$ cat config.mk
export PLATFORM = sky130hd
export DESIGN_NAME = circular_deque_core_flat
export DESIGN_NICKNAME = d
export VERILOG_FILES = /design/src/rtl/cdq_pkg.sv /design/src/rtl/cdq_if.sv /design/src/rtl/cdq_ram.sv /design/src/rtl/cdq_ctrl.sv /design/src/rtl/cdq_datapath.sv /design/src/rtl/circular_deque_core.sv /design/src/flat_wrapper.sv
export SDC_FILE = /design/constraint.sdc
export NUM_CORES = 1
export LEC_CHECK = 0
export ABC_AREA = 1
export ABC_CLOCK_PERIOD_IN_PS = 8000
export BUFFER_PORTS_ARGS = -buffer_cell sky130_fd_sc_hd__clkbuf_2
export CAP_MARGIN = 0
export CORE_MARGIN = 4
export CORE_UTILIZATION = 45
export CTS_CLUSTER_DIAMETER = 100
export DETAILED_ROUTE_END_ITERATION = 7
export PLACE_DENSITY_LB_ADDON = 0.05
export SLEW_MARGIN = 20
export SYNTH_ARGS = -nofsm -noshare
export SYNTH_HDL_FRONTEND = slang
export SYNTH_SLANG_ARGS = --single-unit
$ cat constraint.sdc
create_clock -name clk -period 8 [get_ports clk]
set_input_delay 0.8 -clock clk [delete_from_list [all_inputs] [get_ports clk]]
set_output_delay 0.8 -clock clk [all_outputs]
set_load 0.01 [all_outputs]
$ cat src/rtl/cdq_pkg.sv
package cdq_pkg;

  localparam int CMD_W      = 3;
  localparam int DATA_W     = 32;
  localparam int CAP_W      = 5;
  localparam int CAP_RESET  = 16;

  typedef enum logic [CMD_W-1:0] {
    CMD_PUSH_FRONT = 3'd0,
    CMD_PUSH_BACK  = 3'd1,
    CMD_POP_FRONT  = 3'd2,
    CMD_POP_BACK   = 3'd3,
    CMD_PEEK       = 3'd4
  } cmd_t;

  typedef enum logic [1:0] {
    ST_IDLE,
    ST_EXEC,
    ST_READ,
    ST_LOAD
  } state_t;

  typedef struct packed {
    logic capture;
    logic exec;
    logic read;
    logic load;
  } ctrl_cmd_t;

  typedef struct packed {
    logic out_stall;
  } dp_status_t;

endpackage

$ cat src/rtl/cdq_if.sv
interface cdq_req_if;
  logic                              valid;
  logic                              ready;
  logic [cdq_pkg::CMD_W-1:0]         cmd;
  logic signed [cdq_pkg::DATA_W-1:0] value;

  modport source (output valid, output cmd, output value, input ready);
  modport sink   (input valid, input cmd, input value, output ready);
endinterface

interface cdq_rsp_if;
  logic                              valid;
  logic                              ready;
  logic                              accepted;
  logic signed [cdq_pkg::DATA_W-1:0] front_value;
  logic signed [cdq_pkg::DATA_W-1:0] rear_value;
  logic                              is_empty;
  logic                              is_full;

  modport source (output valid, output accepted, output front_value, output rear_value,
                  output is_empty, output is_full, input ready);
  modport sink   (input valid, input accepted, input front_value, input rear_value,
                  input is_empty, input is_full, output ready);
endinterface

$ cat src/rtl/cdq_ram.sv
module cdq_ram #(
  parameter int WIDTH = 32,
  parameter int DEPTH = 17
) (
  input  logic                     clk,
  input  logic                     we,
  input  logic [$clog2(DEPTH)-1:0] waddr,
  input  logic [WIDTH-1:0]         wdata,
  input  logic                     re,
  input  logic [$clog2(DEPTH)-1:0] raddr_a,
  input  logic [$clog2(DEPTH)-1:0] raddr_b,
  output logic [WIDTH-1:0]         rdata_a,
  output logic [WIDTH-1:0]         rdata_b
);

  logic [WIDTH-1:0] mem [DEPTH];

  always_ff @(posedge clk) begin
    if (we) begin
      mem[waddr] <= wdata;
    end
    if (re) begin
      rdata_a <= mem[raddr_a];
      rdata_b <= mem[raddr_b];
    end
  end

endmodule

$ cat src/rtl/cdq_ctrl.sv
module cdq_ctrl (
  input  logic                  clk,
  input  logic                  rst,
  input  logic                  in_valid,
  output logic                  in_ready,
  input  cdq_pkg::dp_status_t   status,
  output cdq_pkg::ctrl_cmd_t    ctrl
);

  cdq_pkg::state_t state, state_next;

  always_ff @(posedge clk) begin
    if (rst) begin
      state <= cdq_pkg::ST_IDLE;
    end else begin
      state <= state_next;
    end
  end

  always_comb begin
    state_next = state;
    case (state)
      cdq_pkg::ST_IDLE: begin
        if (in_valid) state_next = cdq_pkg::ST_EXEC;
      end
      cdq_pkg::ST_EXEC: state_next = cdq_pkg::ST_READ;
      cdq_pkg::ST_READ: state_next = cdq_pkg::ST_LOAD;
      cdq_pkg::ST_LOAD: begin
        // hold until the output register is free
        if (!status.out_stall) state_next = cdq_pkg::ST_IDLE;
      end
      default: state_next = cdq_pkg::ST_IDLE;
    endcase
  end

  always_comb begin
    in_ready     = (state == cdq_pkg::ST_IDLE);
    ctrl.capture = (state == cdq_pkg::ST_IDLE) && in_valid;
    ctrl.exec    = (state == cdq_pkg::ST_EXEC);
    ctrl.read    = (state == cdq_pkg::ST_READ);
    ctrl.load    = (state == cdq_pkg::ST_LOAD) && !status.out_stall;
  end

endmodule

$ cat src/rtl/cdq_datapath.sv
module cdq_datapath #(
  parameter int MAX_ENTRIES = 16
) (
  input  logic                              clk,
  input  logic                              rst,
  input  logic                              cfg_we,
  input  logic [cdq_pkg::CAP_W-1:0]         cfg_wdata,
  input  logic [cdq_pkg::CMD_W-1:0]         in_cmd,
  input  logic signed [cdq_pkg::DATA_W-1:0] in_value,
  input  cdq_pkg::ctrl_cmd_t                ctrl,
  output cdq_pkg::dp_status_t               status,
  output logic                              out_valid,
  input  logic                              out_ready,
  output logic                              accepted,
  output logic signed [cdq_pkg::DATA_W-1:0] front_value,
  output logic signed [cdq_pkg::DATA_W-1:0] rear_value,
  output logic                              is_empty,
  output logic                              is_full
);

  localparam int DEPTH = MAX_ENTRIES + 1;
  localparam int PW    = $clog2(DEPTH);
  localparam int CAP_INIT = (MAX_ENTRIES < cdq_pkg::CAP_RESET) ? MAX_ENTRIES
                                                               : cdq_pkg::CAP_RESET;

  logic [PW-1:0] cap, head, tail, count;
  logic [PW-1:0] head_next, tail_next, count_next;
  logic [PW-1:0] cap_wr;
  logic [cdq_pkg::CMD_W-1:0]  cmd_q;
  logic [cdq_pkg::DATA_W-1:0] value_q;
  logic                       ok, ok_q;
  logic                       wr_en;
  logic [PW-1:0]              wr_addr;
  logic [PW-1:0]              rd_addr_a, rd_addr_b;
  logic [cdq_pkg::DATA_W-1:0] rd_data_a, rd_data_b;

  function automatic logic [PW-1:0] ptr_inc(input logic [PW-1:0] p, input logic [PW-1:0] c);
    return (p >= c) ? '0 : p + PW'(1);
  endfunction

  function automatic logic [PW-1:0] ptr_dec(input logic [PW-1:0] p, input logic [PW-1:0] c);
    return (p == '0 || p > c) ? c : p - PW'(1);
  endfunction

  // saturate the written capacity into 1..MAX_ENTRIES
  always_comb begin
    if (cfg_wdata == '0) begin
      cap_wr = PW'(1);
    end else if (int'(cfg_wdata) > MAX_ENTRIES) begin
      cap_wr = PW'(MAX_ENTRIES);
    end else begin
      cap_wr = PW'(cfg_wdata);
    end
  end

  always_comb begin
    head_next  = head;
    tail_next  = tail;
    count_next = count;
    ok         = 1'b1;
    wr_en      = 1'b0;
    wr_addr    = head;
    case (cdq_pkg::cmd_t'(cmd_q))
      cdq_pkg::CMD_PUSH_FRONT: begin
        if (count >= cap) begin
          ok = 1'b0;
        end else begin
          wr_en      = 1'b1;
          wr_addr    = head;
          head_next  = ptr_dec(head, cap);
          count_next = count + PW'(1);
        end
      end
      cdq_pkg::CMD_PUSH_BACK: begin
        if (count >= cap) begin
          ok = 1'b0;
        end else begin
          wr_en      = 1'b1;
          wr_addr    = tail;
          tail_next  = ptr_inc(tail, cap);
          count_next = count + PW'(1);
        end
      end
      cdq_pkg::CMD_POP_FRONT: begin
        if (count == '0) begin
          ok = 1'b0;
        end else begin
          head_next  = ptr_inc(head, cap);
          count_next = count - PW'(1);
        end
      end
      cdq_pkg::CMD_POP_BACK: begin
        if (count == '0) begin
          ok = 1'b0;
        end else begin
          tail_next  = ptr_dec(tail, cap);
          count_next = count - PW'(1);
        end
      end
      default: begin
        ok = 1'b1;
      end
    endcase
  end

  always_ff @(posedge clk) begin
    if (rst) begin
      cap   <= PW'(CAP_INIT);
      head  <= '0;
      tail  <= PW'(1);
      count <= '0;
    end else if (cfg_we) begin
      cap   <= cap_wr;
      head  <= '0;
      tail  <= PW'(1);
      count <= '0;
    end else if (ctrl.exec) begin
      head  <= head_next;
      tail  <= tail_next;
      count <= count_next;
    end
  end

  always_ff @(posedge clk) begin
    if (ctrl.capture) begin
      cmd_q   <= in_cmd;
      value_q <= in_value;
    end
    if (ctrl.exec) begin
      ok_q <= ok;
    end
  end

  assign rd_addr_a = ptr_inc(head, cap);
  assign rd_addr_b = ptr_dec(tail, cap);

  cdq_ram #(
    .WIDTH (cdq_pkg::DATA_W),
    .DEPTH (DEPTH)
  ) u_slots (
    .clk     (clk),
    .we      (ctrl.exec && wr_en),
    .waddr   (wr_addr),
    .wdata   (value_q),
    .re      (ctrl.read),
    .raddr_a (rd_addr_a),
    .raddr_b (rd_addr_b),
    .rdata_a (rd_data_a),
    .rdata_b (rd_data_b)
  );

  always_ff @(posedge clk) begin
    if (rst) begin
      out_valid <= 1'b0;
    end else if (ctrl.load) begin
      out_valid <= 1'b1;
    end else if (out_ready) begin
      out_valid <= 1'b0;
    end
  end

  always_ff @(posedge clk) begin
    if (ctrl.load) begin
      accepted    <= ok_q;
      front_value <= (count == '0) ? '1 : rd_data_a;
      rear_value  <= (count == '0) ? '1 : rd_data_b;
      is_empty    <= (count == '0);
      is_full     <= (count == cap);
    end
  end

  assign status.out_stall = out_valid && !out_ready;

endmodule

$ cat src/rtl/circular_deque_core.sv
// channel | dir | payload                                             | handshake
// req     | in  | cmd[2:0], value[31:0]                               | valid/ready
// rsp     | out | accepted, front_value, rear_value, is_empty, is_full | valid/ready
// cfg     | in  | cfg_wdata[4:0] (capacity)                           | cfg_we
//
// A request is handled in order: accept, update pointers and write the slot, read
// both ends from the slot RAM (registered read port), then load the output register.
// Reset (rst, synchronous) empties the deque and sets capacity to 16, or to
// MAX_ENTRIES if smaller; slot contents are not cleared.
// A result waiting in the output register does not block the next request;
// that request stalls only in its final cycle until the register frees.
module circular_deque_core #(
  parameter int MAX_ENTRIES = 16
) (
  input  logic                      clk,
  input  logic                      rst,
  input  logic                      cfg_we,
  input  logic [cdq_pkg::CAP_W-1:0] cfg_wdata,
  cdq_req_if.sink                   req,
  cdq_rsp_if.source                 rsp
);

  cdq_pkg::ctrl_cmd_t  ctrl;
  cdq_pkg::dp_status_t status;

  cdq_ctrl u_ctrl (
    .clk      (clk),
    .rst      (rst),
    .in_valid (req.valid),
    .in_ready (req.ready),
    .status   (status),
    .ctrl     (ctrl)
  );

  cdq_datapath #(
    .MAX_ENTRIES (MAX_ENTRIES)
  ) u_datapath (
    .clk         (clk),
    .rst         (rst),
    .cfg_we      (cfg_we),
    .cfg_wdata   (cfg_wdata),
    .in_cmd      (req.cmd),
    .in_value    (req.value),
    .ctrl        (ctrl),
    .status      (status),
    .out_valid   (rsp.valid),
    .out_ready   (rsp.ready),
    .accepted    (rsp.accepted),
    .front_value (rsp.front_value),
    .rear_value  (rsp.rear_value),
    .is_empty    (rsp.is_empty),
    .is_full     (rsp.is_full)
  );

endmodule

$ cat src/flat_wrapper.sv
// flat-port wrapper written by rule: the top's interface ports become plain ports
module circular_deque_core_flat 
#(
  parameter int MAX_ENTRIES = 16
)
  (clk, rst, cfg_we, cfg_wdata, req_valid, req_cmd, req_value, req_ready, rsp_valid, rsp_accepted, rsp_front_value, rsp_rear_value, rsp_is_empty, rsp_is_full, rsp_ready);
  cdq_req_if req_i ();
  cdq_rsp_if rsp_i ();
  input  logic clk;
  input  logic rst;
  input  logic cfg_we;
  input  logic [cdq_pkg::CAP_W-1:0] cfg_wdata;
  input wire logic [$bits(req_i.valid)-1:0] req_valid;
  input wire logic [$bits(req_i.cmd)-1:0] req_cmd;
  input wire logic [$bits(req_i.value)-1:0] req_value;
  output wire logic [$bits(req_i.ready)-1:0] req_ready;
  output wire logic [$bits(rsp_i.valid)-1:0] rsp_valid;
  output wire logic [$bits(rsp_i.accepted)-1:0] rsp_accepted;
  output wire logic [$bits(rsp_i.front_value)-1:0] rsp_front_value;
  output wire logic [$bits(rsp_i.rear_value)-1:0] rsp_rear_value;
  output wire logic [$bits(rsp_i.is_empty)-1:0] rsp_is_empty;
  output wire logic [$bits(rsp_i.is_full)-1:0] rsp_is_full;
  input wire logic [$bits(rsp_i.ready)-1:0] rsp_ready;
  assign req_i.valid = req_valid;
  assign req_i.cmd = req_cmd;
  assign req_i.value = req_value;
  assign req_ready = req_i.ready;
  assign rsp_valid = rsp_i.valid;
  assign rsp_accepted = rsp_i.accepted;
  assign rsp_front_value = rsp_i.front_value;
  assign rsp_rear_value = rsp_i.rear_value;
  assign rsp_is_empty = rsp_i.is_empty;
  assign rsp_is_full = rsp_i.is_full;
  assign rsp_i.ready = rsp_ready;
  circular_deque_core #(.MAX_ENTRIES(MAX_ENTRIES)) u_core (.clk(clk), .rst(rst), .cfg_we(cfg_we), .cfg_wdata(cfg_wdata), .req(req_i), .rsp(rsp_i));
endmodule
==> impl_metrics.py, run 1 <==
metrics = {
    "grt": {
        "grt_overflow_total": 0,
        "largest_net_degree_at_the_start_of_global_routing": 194,
        "track_usage_pct": 28.4,
        "first_global_vias": 27900,
        "grt_antenna_before_repair": 9,
        "grt_pass1_wl_mm": 181,
    },
    "clocking": {
        "postCtsHoldBufs": 0,
        "htree_num_levels": 3,
        "cts_made_buffers": 83,
        "clock_latency_ns": 0.64,
        "cts_sinks": 734,
        "post_cts_buffers": 0,
        "cts-root-buf": "sky130_fd_sc_hd__clkbuf_16",
        "postCtsResizedCells": 0,
        "clock_path_buffers": 3,
        "cts_tree": "yes",
        "path_clk_slew_ns": 0.06,
    },
    "logic_synthesis": {
        "synth_async_sr_flop_share_pct": 0,
        "synth.distinct_cells": 40,
        "post_synth_instance_area_mm2": 0.0363,
        "synth.largest_area_cell": "sky130_fd_sc_hd__edfxtp_1",
        "synthesis.area_per_instance_um2": 9.41,
        "synth_edf_count": 711,
        "post_synth_main_area_contributors": "sky130_fd_sc_hd__edfxtp_1 (59%), sky130_fd_sc_hd__nand3_1 (12%), sky130_fd_sc_hd__nand2_1 (10%)",
        "synth_top_area_share_pct": 58.8,
        "synth.net_count": 3929,
        "synthCells": 3856,
        "ys_ff_latch": 734,
        "commonest_register_cell_after_synthesis": "sky130_fd_sc_hd__edfxtp_1",
        "seq_area_frac_synth_pct": 60.1,
        "ys.warnings.count": 0,
    },
    "critical_path": {
        "end_kind": "register",
        "required_ns": 8.38,
        "timing.critical_path.slowest_cell_delay_ns": 0.89,
        "critical_path.max_fanout": 125,
        "crit_arrival_ns": 4.97,
        "crit_type": "register to register",
        "critical-path-slowest-cell": "sky130_fd_sc_hd__nand2_8",
        "cell_chain_critical_path": "inv_1, ha_1, nand2_1, nor2_2, nand2_1, nand3_2, nand2_2, nand2_4, nand2_4, nand2_8, buf_4, nand2_1, nand3_1, nand3_1, nand3_1, nand2_1, nand2_1, nand2_1",
        "worstReg2RegStart": "u_core.u_datapath.cap[4]$_SDFFE_PP1P_",
        "crit_path_frequent_cell": "sky130_fd_sc_hd__nand2_1",
        "setup.reg_to_reg.worst_slack_ns": 3.41,
        "timing.critical_path.from": "u_core.u_datapath.cap[4]$_SDFFE_PP1P_",
        "critPathLaunchType": "register",
    },
    "outcome": {
        "outcome": "finished, final reports clean",
    },
    "floorplan": {
        "io_pins": 114,
        "rows": 103,
        "floorplan.initialDensity_pct": 45.6,
        "fp.dieArea_mm2": 0.0853,
        "die_w_um": 292,
        "die_y_um": 292,
        "placeableCoreArea_mm2": 0.0795,
    },
    "drt": {
        "remaining_drc_errors": 0,
        "per_cell_via_count_in_the_routed_design": 5.86,
        "detailedRoute.firstPassIterationCount": 6,
        "route.vias.total": 29200,
        "route.antenna.remaining_nets": 0,
        "detail_route.iter0.violations": 3527,
        "wirelength_mm": 124,
        "detail_route.wl_per_cell_um": 24.9,
    },
    "power": {
        "p_sw_mw": 3.23,
        "share_clk_of_total_power_pct": 36.7,
        "portion_of_total_power_attributed_to_sequential_cells_pct": 45.6,
        "comb_power_share_pct": 17.7,
        "power.leakage_nw": 16.3,
        "switching_share_pct": 30.1,
        "max-vdd-ir-drop_mv": 0.202,
        "p_int_mw": 7.50,
        "power-per-cell-area_mw_per_mm2": 265,
    },
    "placement": {
        "worst_setup_slack_after_placement_ns": 3.46,
        "gp_congestion": 0.843,
        "dpl_hpwl_mm": 66.7,
        "placement.io_buffers": 113,
    },
    "sta": {
        "final_max_slew_viol_count": 0,
        "timing.final.crit_share_pct": 57.4,
        "finalSetupViolations": 0,
        "fmax_ghz": 0.218,
        "unrepaired_setup_endpoints_after_global_routing": "no",
        "finClkSkew_ns": 0.0181,
        "fin_ws_ns": 3.41,
        "final_report_hold_violation_count": 0,
        "finalSetupTns_ns": 0,
        "worst-slew-pin-transition_ns": 1.15,
        "timing.max_slew.rel_slack_pct": 23.2,
        "fin_crit_ns": 4.59,
    },
    "flow_run": {
        "drv_cap": 0,
    },
    "cells_and_area": {
        "fillCellCount": 7136,
        "post-route-util_pct": 51.0,
        "design.final.nets": 3940,
        "drive_gt1_share_pct": 10.4,
        "area.growth.synth_to_final_pct": 11.7,
    },
    "min_path": {
        "hp-start": "req_value[25]",
        "timing.hold.worst.class": "input port to register",
    },
}
[registers in the layout, summed over array words and instances, names as in the netlist, 32 cells and up]
register                           cells
u_core.u_datapath.front_value         32
u_core.u_datapath.rear_value          32
u_core.u_datapath.u_slots.mem        544
u_core.u_datapath.u_slots.rdata_a     32
u_core.u_datapath.u_slots.rdata_b     32
u_core.u_datapath.value_q             32
[synthesized netlist by cell type (2+ instances only)]
cell	instances
sky130_fd_sc_hd__a21oi_1	34
sky130_fd_sc_hd__nand3_2	4
sky130_fd_sc_hd__nand2_1	986
sky130_fd_sc_hd__buf_1	19
sky130_fd_sc_hd__ha_1	27
sky130_fd_sc_hd__o211ai_1	195
sky130_fd_sc_hd__edfxtp_1	711
sky130_fd_sc_hd__o22ai_1	6
sky130_fd_sc_hd__xor2_1	10
sky130_fd_sc_hd__nand2_2	5
sky130_fd_sc_hd__dfxtp_1	23
sky130_fd_sc_hd__o21ai_1	4
sky130_fd_sc_hd__or2_2	67
sky130_fd_sc_hd__buf_2	129
sky130_fd_sc_hd__nor2_1	35
sky130_fd_sc_hd__a211oi_1	4
sky130_fd_sc_hd__nor2_2	2
sky130_fd_sc_hd__clkbuf_1	74
sky130_fd_sc_hd__o21ai_0	20
sky130_fd_sc_hd__buf_4	23
sky130_fd_sc_hd__inv_1	572
sky130_fd_sc_hd__nand3_1	882
sky130_fd_sc_hd__nor3_1	7
[power by group through the flow]
stage | registers [mW] | clock network [mW] | logic (mW)
2_1_floorplan | 4.87 | 0 | 1.17
3_3_place_gp | 4.96 | 0 | 1.84
3_5_place_dp | 4.97 | 0 | 1.86
4_1_cts | 4.89 | 3.99 | 1.87
5_1_grt | 4.92 | 4.17 | 2.06
6_report | 4.89 | 3.94 | 1.90
[area by class of cell]
| class | instances | area, µm² | area share, % |
|---|---|---|---|
| multi-input combinational | 2302 | 11400 | 28.2 |
| clock buffer | 101 | 2210 | 5.44 |
| inverter | 574 | 2160 | 5.32 |
| tap | 1050 | 1310 | 3.24 |
| timing repair buffer | 172 | 1040 | 2.58 |
| clock inverter | 51 | 583 | 1.44 |
| antenna | 3 | 7.51 | 0.0185 |
| sequential | 734 | 21800 | 53.8 |
[routing by layer]
metal | routed length [µm] | share of wire, % | GRT usage, % | up-vias
met1 | 52800 | 42 | 39.8 | 14100
met4 | 4460 | 3.6 | 10.7 | 0
met3 | 12200 | 9.8 | 5.26 | 332
met2 | 54900 | 44 | 44.1 | 1750
met5 | 0 | 0 | 0 | -
li1 | - | - | - | 13000
[per-stage QoR]
stage | power (mW) | hold slack, ns | area (µm²) | std cells
6_report | 10.7 | 0.341 | 40500 | 4987
5_1_grt | 11.1 | 0.320 | 40500 | 4984
4_1_cts | 10.8 | 0.308 | 40500 | 4984
3_5_place_dp | 6.83 | 0.411 | 37700 | 4832
3_3_place_gp | 6.80 | 0.407 | 37700 | 4831
2_1_floorplan | 6.04 | 0.400 | 36300 | 3856
[worst paths after layout]
path	endpoint	cells past startpoint
setup / recovery	u_core.u_datapath.u_slots.rdata_b[4]$_DFFE_PP_	18
hold / removal	u_core.u_datapath.value_q[25]$_DFFE_PP_	1
setup reg to reg	u_core.u_datapath.u_slots.rdata_b[4]$_DFFE_PP_	18
hold reg to reg	u_core.u_datapath.accepted$_DFFE_PP_	0
[logic make-up after synthesis]
family / count (synthesis) / share of synthesized area (%)
fa+ha+maj: 28 / 0.986
flops: 734 / 60.1
simple gates: 1993 / 24.3
compound gates: 271 / 5.20
buf+inv: 820 / 9.17
xor+xnor: 10 / 0.241
[critical path: cells and delay by family, from the launching register on]
kind          cells  cell delay (ns)
simple gates     15             2.71
flops             1             0.32
buf+inv           2             0.89
fa+ha+maj         1             0.33
[placed cells by master (no fill, tap or decap), types with 5 or more instances in the layout]
cell                         synthesis  layout
sky130_fd_sc_hd__clkinv_2            0      13
sky130_fd_sc_hd__nor3_1              7       7
sky130_fd_sc_hd__clkbuf_2            1     113
sky130_fd_sc_hd__clkinv_1            1      17
sky130_fd_sc_hd__buf_4              23      56
sky130_fd_sc_hd__a21oi_1            34      33
sky130_fd_sc_hd__clkbuf_1           74      14
sky130_fd_sc_hd__o22ai_1             6       6
sky130_fd_sc_hd__o211ai_1          195     195
sky130_fd_sc_hd__inv_2               1       5
sky130_fd_sc_hd__or2_2              67      67
sky130_fd_sc_hd__inv_1             572     566
sky130_fd_sc_hd__clkinvlp_4          0       5
sky130_fd_sc_hd__xor2_1             10      10
sky130_fd_sc_hd__nor2_1             35      16
sky130_fd_sc_hd__clkbuf_16           0      85
sky130_fd_sc_hd__dfxtp_1            23      23
sky130_fd_sc_hd__bufinv_16           0      12
sky130_fd_sc_hd__nor2_4              0      19
sky130_fd_sc_hd__nand3_1           882     881
sky130_fd_sc_hd__o21ai_0            20      20
sky130_fd_sc_hd__edfxtp_1          711     711
sky130_fd_sc_hd__nand2_1           986     983
sky130_fd_sc_hd__ha_1               27      26
(Power assumes the default switching activity.)
==> run 2, diff against run 1 <==
--- a/config.mk
+++ b/config.mk
@@ -6,7 +6,7 @@
 export NUM_CORES = 1
 export LEC_CHECK = 0
 export ABC_AREA = 1
-export ABC_CLOCK_PERIOD_IN_PS = 8000
+export ABC_CLOCK_PERIOD_IN_PS = 4800
 export BUFFER_PORTS_ARGS = -buffer_cell sky130_fd_sc_hd__clkbuf_2
 export CAP_MARGIN = 0
 export CORE_MARGIN = 4
==> constraint.sdc (replaced) <==
create_clock -name clk -period 4.8 [get_ports clk]
set_input_delay 0.48 -clock clk [delete_from_list [all_inputs] [get_ports clk]]
set_output_delay 0.48 -clock clk [all_outputs]
set_load 0.01 [all_outputs]
==> run 2 against run 1 <==
Compared with the run above:
- wire length decreased by 4.2%
- clock skew increased by 0.0076 ns
- global-route usage decreased by 1.0 points
- setup slack got worse by 2.4 ns
- sequential cell count unchanged
- cell area increased by 1.2%
- clock power increased by 63%
- cell count increased by 0.52%
- sequential share of layout area decreased by 0.61 points
- first-iteration DRC count decreased by 12%
- non-clock buffer count increased by 32
- critical path type unchanged
- highest routed layer is now met5
==> impl_metrics.py, run 2 (same netlist as run 1, synthesis figures left out) <==
metrics = {
    "outcome": {
        "outcome": "finished, final reports clean",
    },
    "sta": {
        "timing.final.crit_share_pct": 79.5,
        "unrepaired_setup_endpoints_after_global_routing": "no",
        "worst_hold_slack_ns": 0.0356,
        "timing.max_slew.rel_slack_pct": 20.1,
        "final_report_hold_violation_count": 0,
        "finClkSkew_ns": 0.0257,
        "finalSetupViolations": 0,
        "final_max_slew_viol_count": 0,
        "worst-slew-pin-transition_ns": 1.20,
        "fin_crit_ns": 3.82,
        "finalSetupTns_ns": 0,
        "fin_ws_ns": 0.984,
        "fmax_ghz": 0.262,
    },
    "power": {
        "power.leakage_nw": 16.5,
        "max-vdd-ir-drop_mv": 0.274,
        "power-per-cell-area_mw_per_mm2": 435,
    },
    "floorplan": {
        "rows": 103,
        "floorplan.initialDensity_pct": 45.6,
        "die_w_um": 292,
        "io_pins": 114,
        "die_y_um": 292,
        "fp.dieArea_mm2": 0.0853,
        "placeableCoreArea_mm2": 0.0795,
    },
    "placement": {
        "dpl_hpwl_mm": 67.3,
        "gp_congestion": 0.865,
        "placement.io_buffers": 113,
        "dpl.cell_count": 4852,
        "post_dp_cell_area_mm2": 0.0382,
        "worst_setup_slack_after_placement_ns": 1.03,
    },
    "cells_and_area": {
        "final_cell_mix": "sky130_fd_sc_hd__nand2_1 (983), sky130_fd_sc_hd__nand3_1 (881), sky130_fd_sc_hd__edfxtp_1 (711), sky130_fd_sc_hd__inv_1 (568), sky130_fd_sc_hd__o211ai_1 (195)",
        "combined_area_of_the_multi_input_logic_cells_mm2": 0.0114,
        "area.growth.synth_to_final_pct": 13.0,
        "register_area_mm2": 0.0218,
        "layout_cells_excl_fill": 5013,
        "largest_register_ffs": 544,
        "largest-register": "u_core.u_datapath.u_slots.mem",
        "stdcell_area_mm2": 0.0410,
        "design.final.nets": 3972,
        "fillCellCount": 7030,
        "drive_gt1_share_pct": 10.8,
        "layout.cells.most_common": "sky130_fd_sc_hd__nand2_1",
    },
    "min_path": {
        "timing.hold.worst.class": "input port to register",
        "holdPathStages": 1,
    },
    "clocking": {
        "path_clk_slew_ns": 0.06,
        "clock_latency_ns": 0.63,
        "cts_sinks": 734,
        "cts_tree": "yes",
        "postCtsResizedCells": 0,
        "cts_made_buffers": 83,
        "htree_num_levels": 3,
        "clock_path_buffers": 3,
        "cts-root-buf": "sky130_fd_sc_hd__clkbuf_16",
    },
    "critical_path": {
        "reg2reg_depth": 13,
        "critical_path.max_fanout": 18,
        "crit_type": "register to register",
        "end_kind": "register",
        "crit_arrival_ns": 4.14,
        "critPathLaunchType": "register",
        "required_ns": 5.12,
    },
    "drt": {
        "wirelength_mm": 119,
        "per_cell_via_count_in_the_routed_design": 5.71,
        "route.vias.total": 28600,
        "route.antenna.remaining_nets": 0,
        "detail_route.iter0.violations": 3089,
        "detail_route.wl_per_cell_um": 23.8,
        "detailedRoute.firstPassIterationCount": 6,
        "remaining_drc_errors": 0,
    },
    "grt": {
        "grt_pass1_wl_mm": 177,
        "largest_net_degree_at_the_start_of_global_routing": 187,
        "globalRouteMet2Util_pct": 43.1,
        "grt.busiest_layer": "met2",
        "grt_antenna_before_repair": 10,
        "track_usage_pct": 27.3,
        "grt.met3_usage_pct": 5.73,
        "grtUsageMet1_pct": 38.0,
        "grt_overflow_total": 0,
        "first_global_vias": 28200,
    },
    "flow_run": {
        "drv_cap": 0,
    },
}
run 2: final timing paths:
kind,start,end,slack (ns)
worst max-delay path,u_core.u_datapath.cap[4]$_SDFFE_PP1P_,u_core.u_datapath.u_slots.mem[14][8]$_DFFE_PP_,0.98
worst min-delay path,req_value[10],u_core.u_datapath.value_q[10]$_DFFE_PP_,0.04
worst max register to register,u_core.u_datapath.cap[4]$_SDFFE_PP1P_,u_core.u_datapath.u_slots.mem[14][8]$_DFFE_PP_,0.98
worst min register to register,u_core.u_datapath.ok_q$_DFFE_PN_,u_core.u_datapath.accepted$_DFFE_PP_,0.43
run 2: area by class of cell:
type / count / area share (%)
Antenna cell: 1 / 0.00610
Clock buffer: 103 / 5.50
Clock inverter: 45 / 1.18
Inverter: 574 / 5.26
Multi-Input combinational cell: 2302 / 27.9
Sequential cell: 734 / 53.2
Tap cell: 1050 / 3.20
Timing Repair Buffer: 204 / 3.82
run 2: repair_timing:
item                      4_1_cts  5_1_grt
hold endpoints to repair       12        0
hold buffers                   12        0
buffers inserted                0        0
run 2: power breakdown:
group,switching [mW],internal [mW]
clock network,2.58,3.87
registers,0.472,7.77
logic,2.29,0.866
run 2: metal layers:
metal	wire length, µm	vias up
li1	-	13100
met1	50100	13700
met2	53500	1485
met3	11700	309
met4	3860	4
met5	27	-
run 2: critical path, stage by stage (launching register included):
cell and delay, ns:
sky130_fd_sc_hd__dfxtp_1 0.35, sky130_fd_sc_hd__inv_1 0.15, sky130_fd_sc_hd__ha_1 0.34, sky130_fd_sc_hd__nand2_1 0.11, sky130_fd_sc_hd__nor3b_1 0.08, sky130_fd_sc_hd__nor2_1 0.09
sky130_fd_sc_hd__and3_1 0.19, sky130_fd_sc_hd__nand2_1 0.24, sky130_fd_sc_hd__o21ai_0 0.60, sky130_fd_sc_hd__inv_1 0.08, sky130_fd_sc_hd__nor2_1 0.16, sky130_fd_sc_hd__nand2_1 0.26
sky130_fd_sc_hd__nor2_4 0.58, sky130_fd_sc_hd__buf_12 0.26
run 2: metrics by stage:
step                      utilization [%]  power (mW)
after global routing                 51.6        18.6
after detailed placement             48.0        11.5
after CTS                            51.6        17.9
after floorplan                         -        10.1
final                                51.6        17.8
after global placement               48.0        11.4
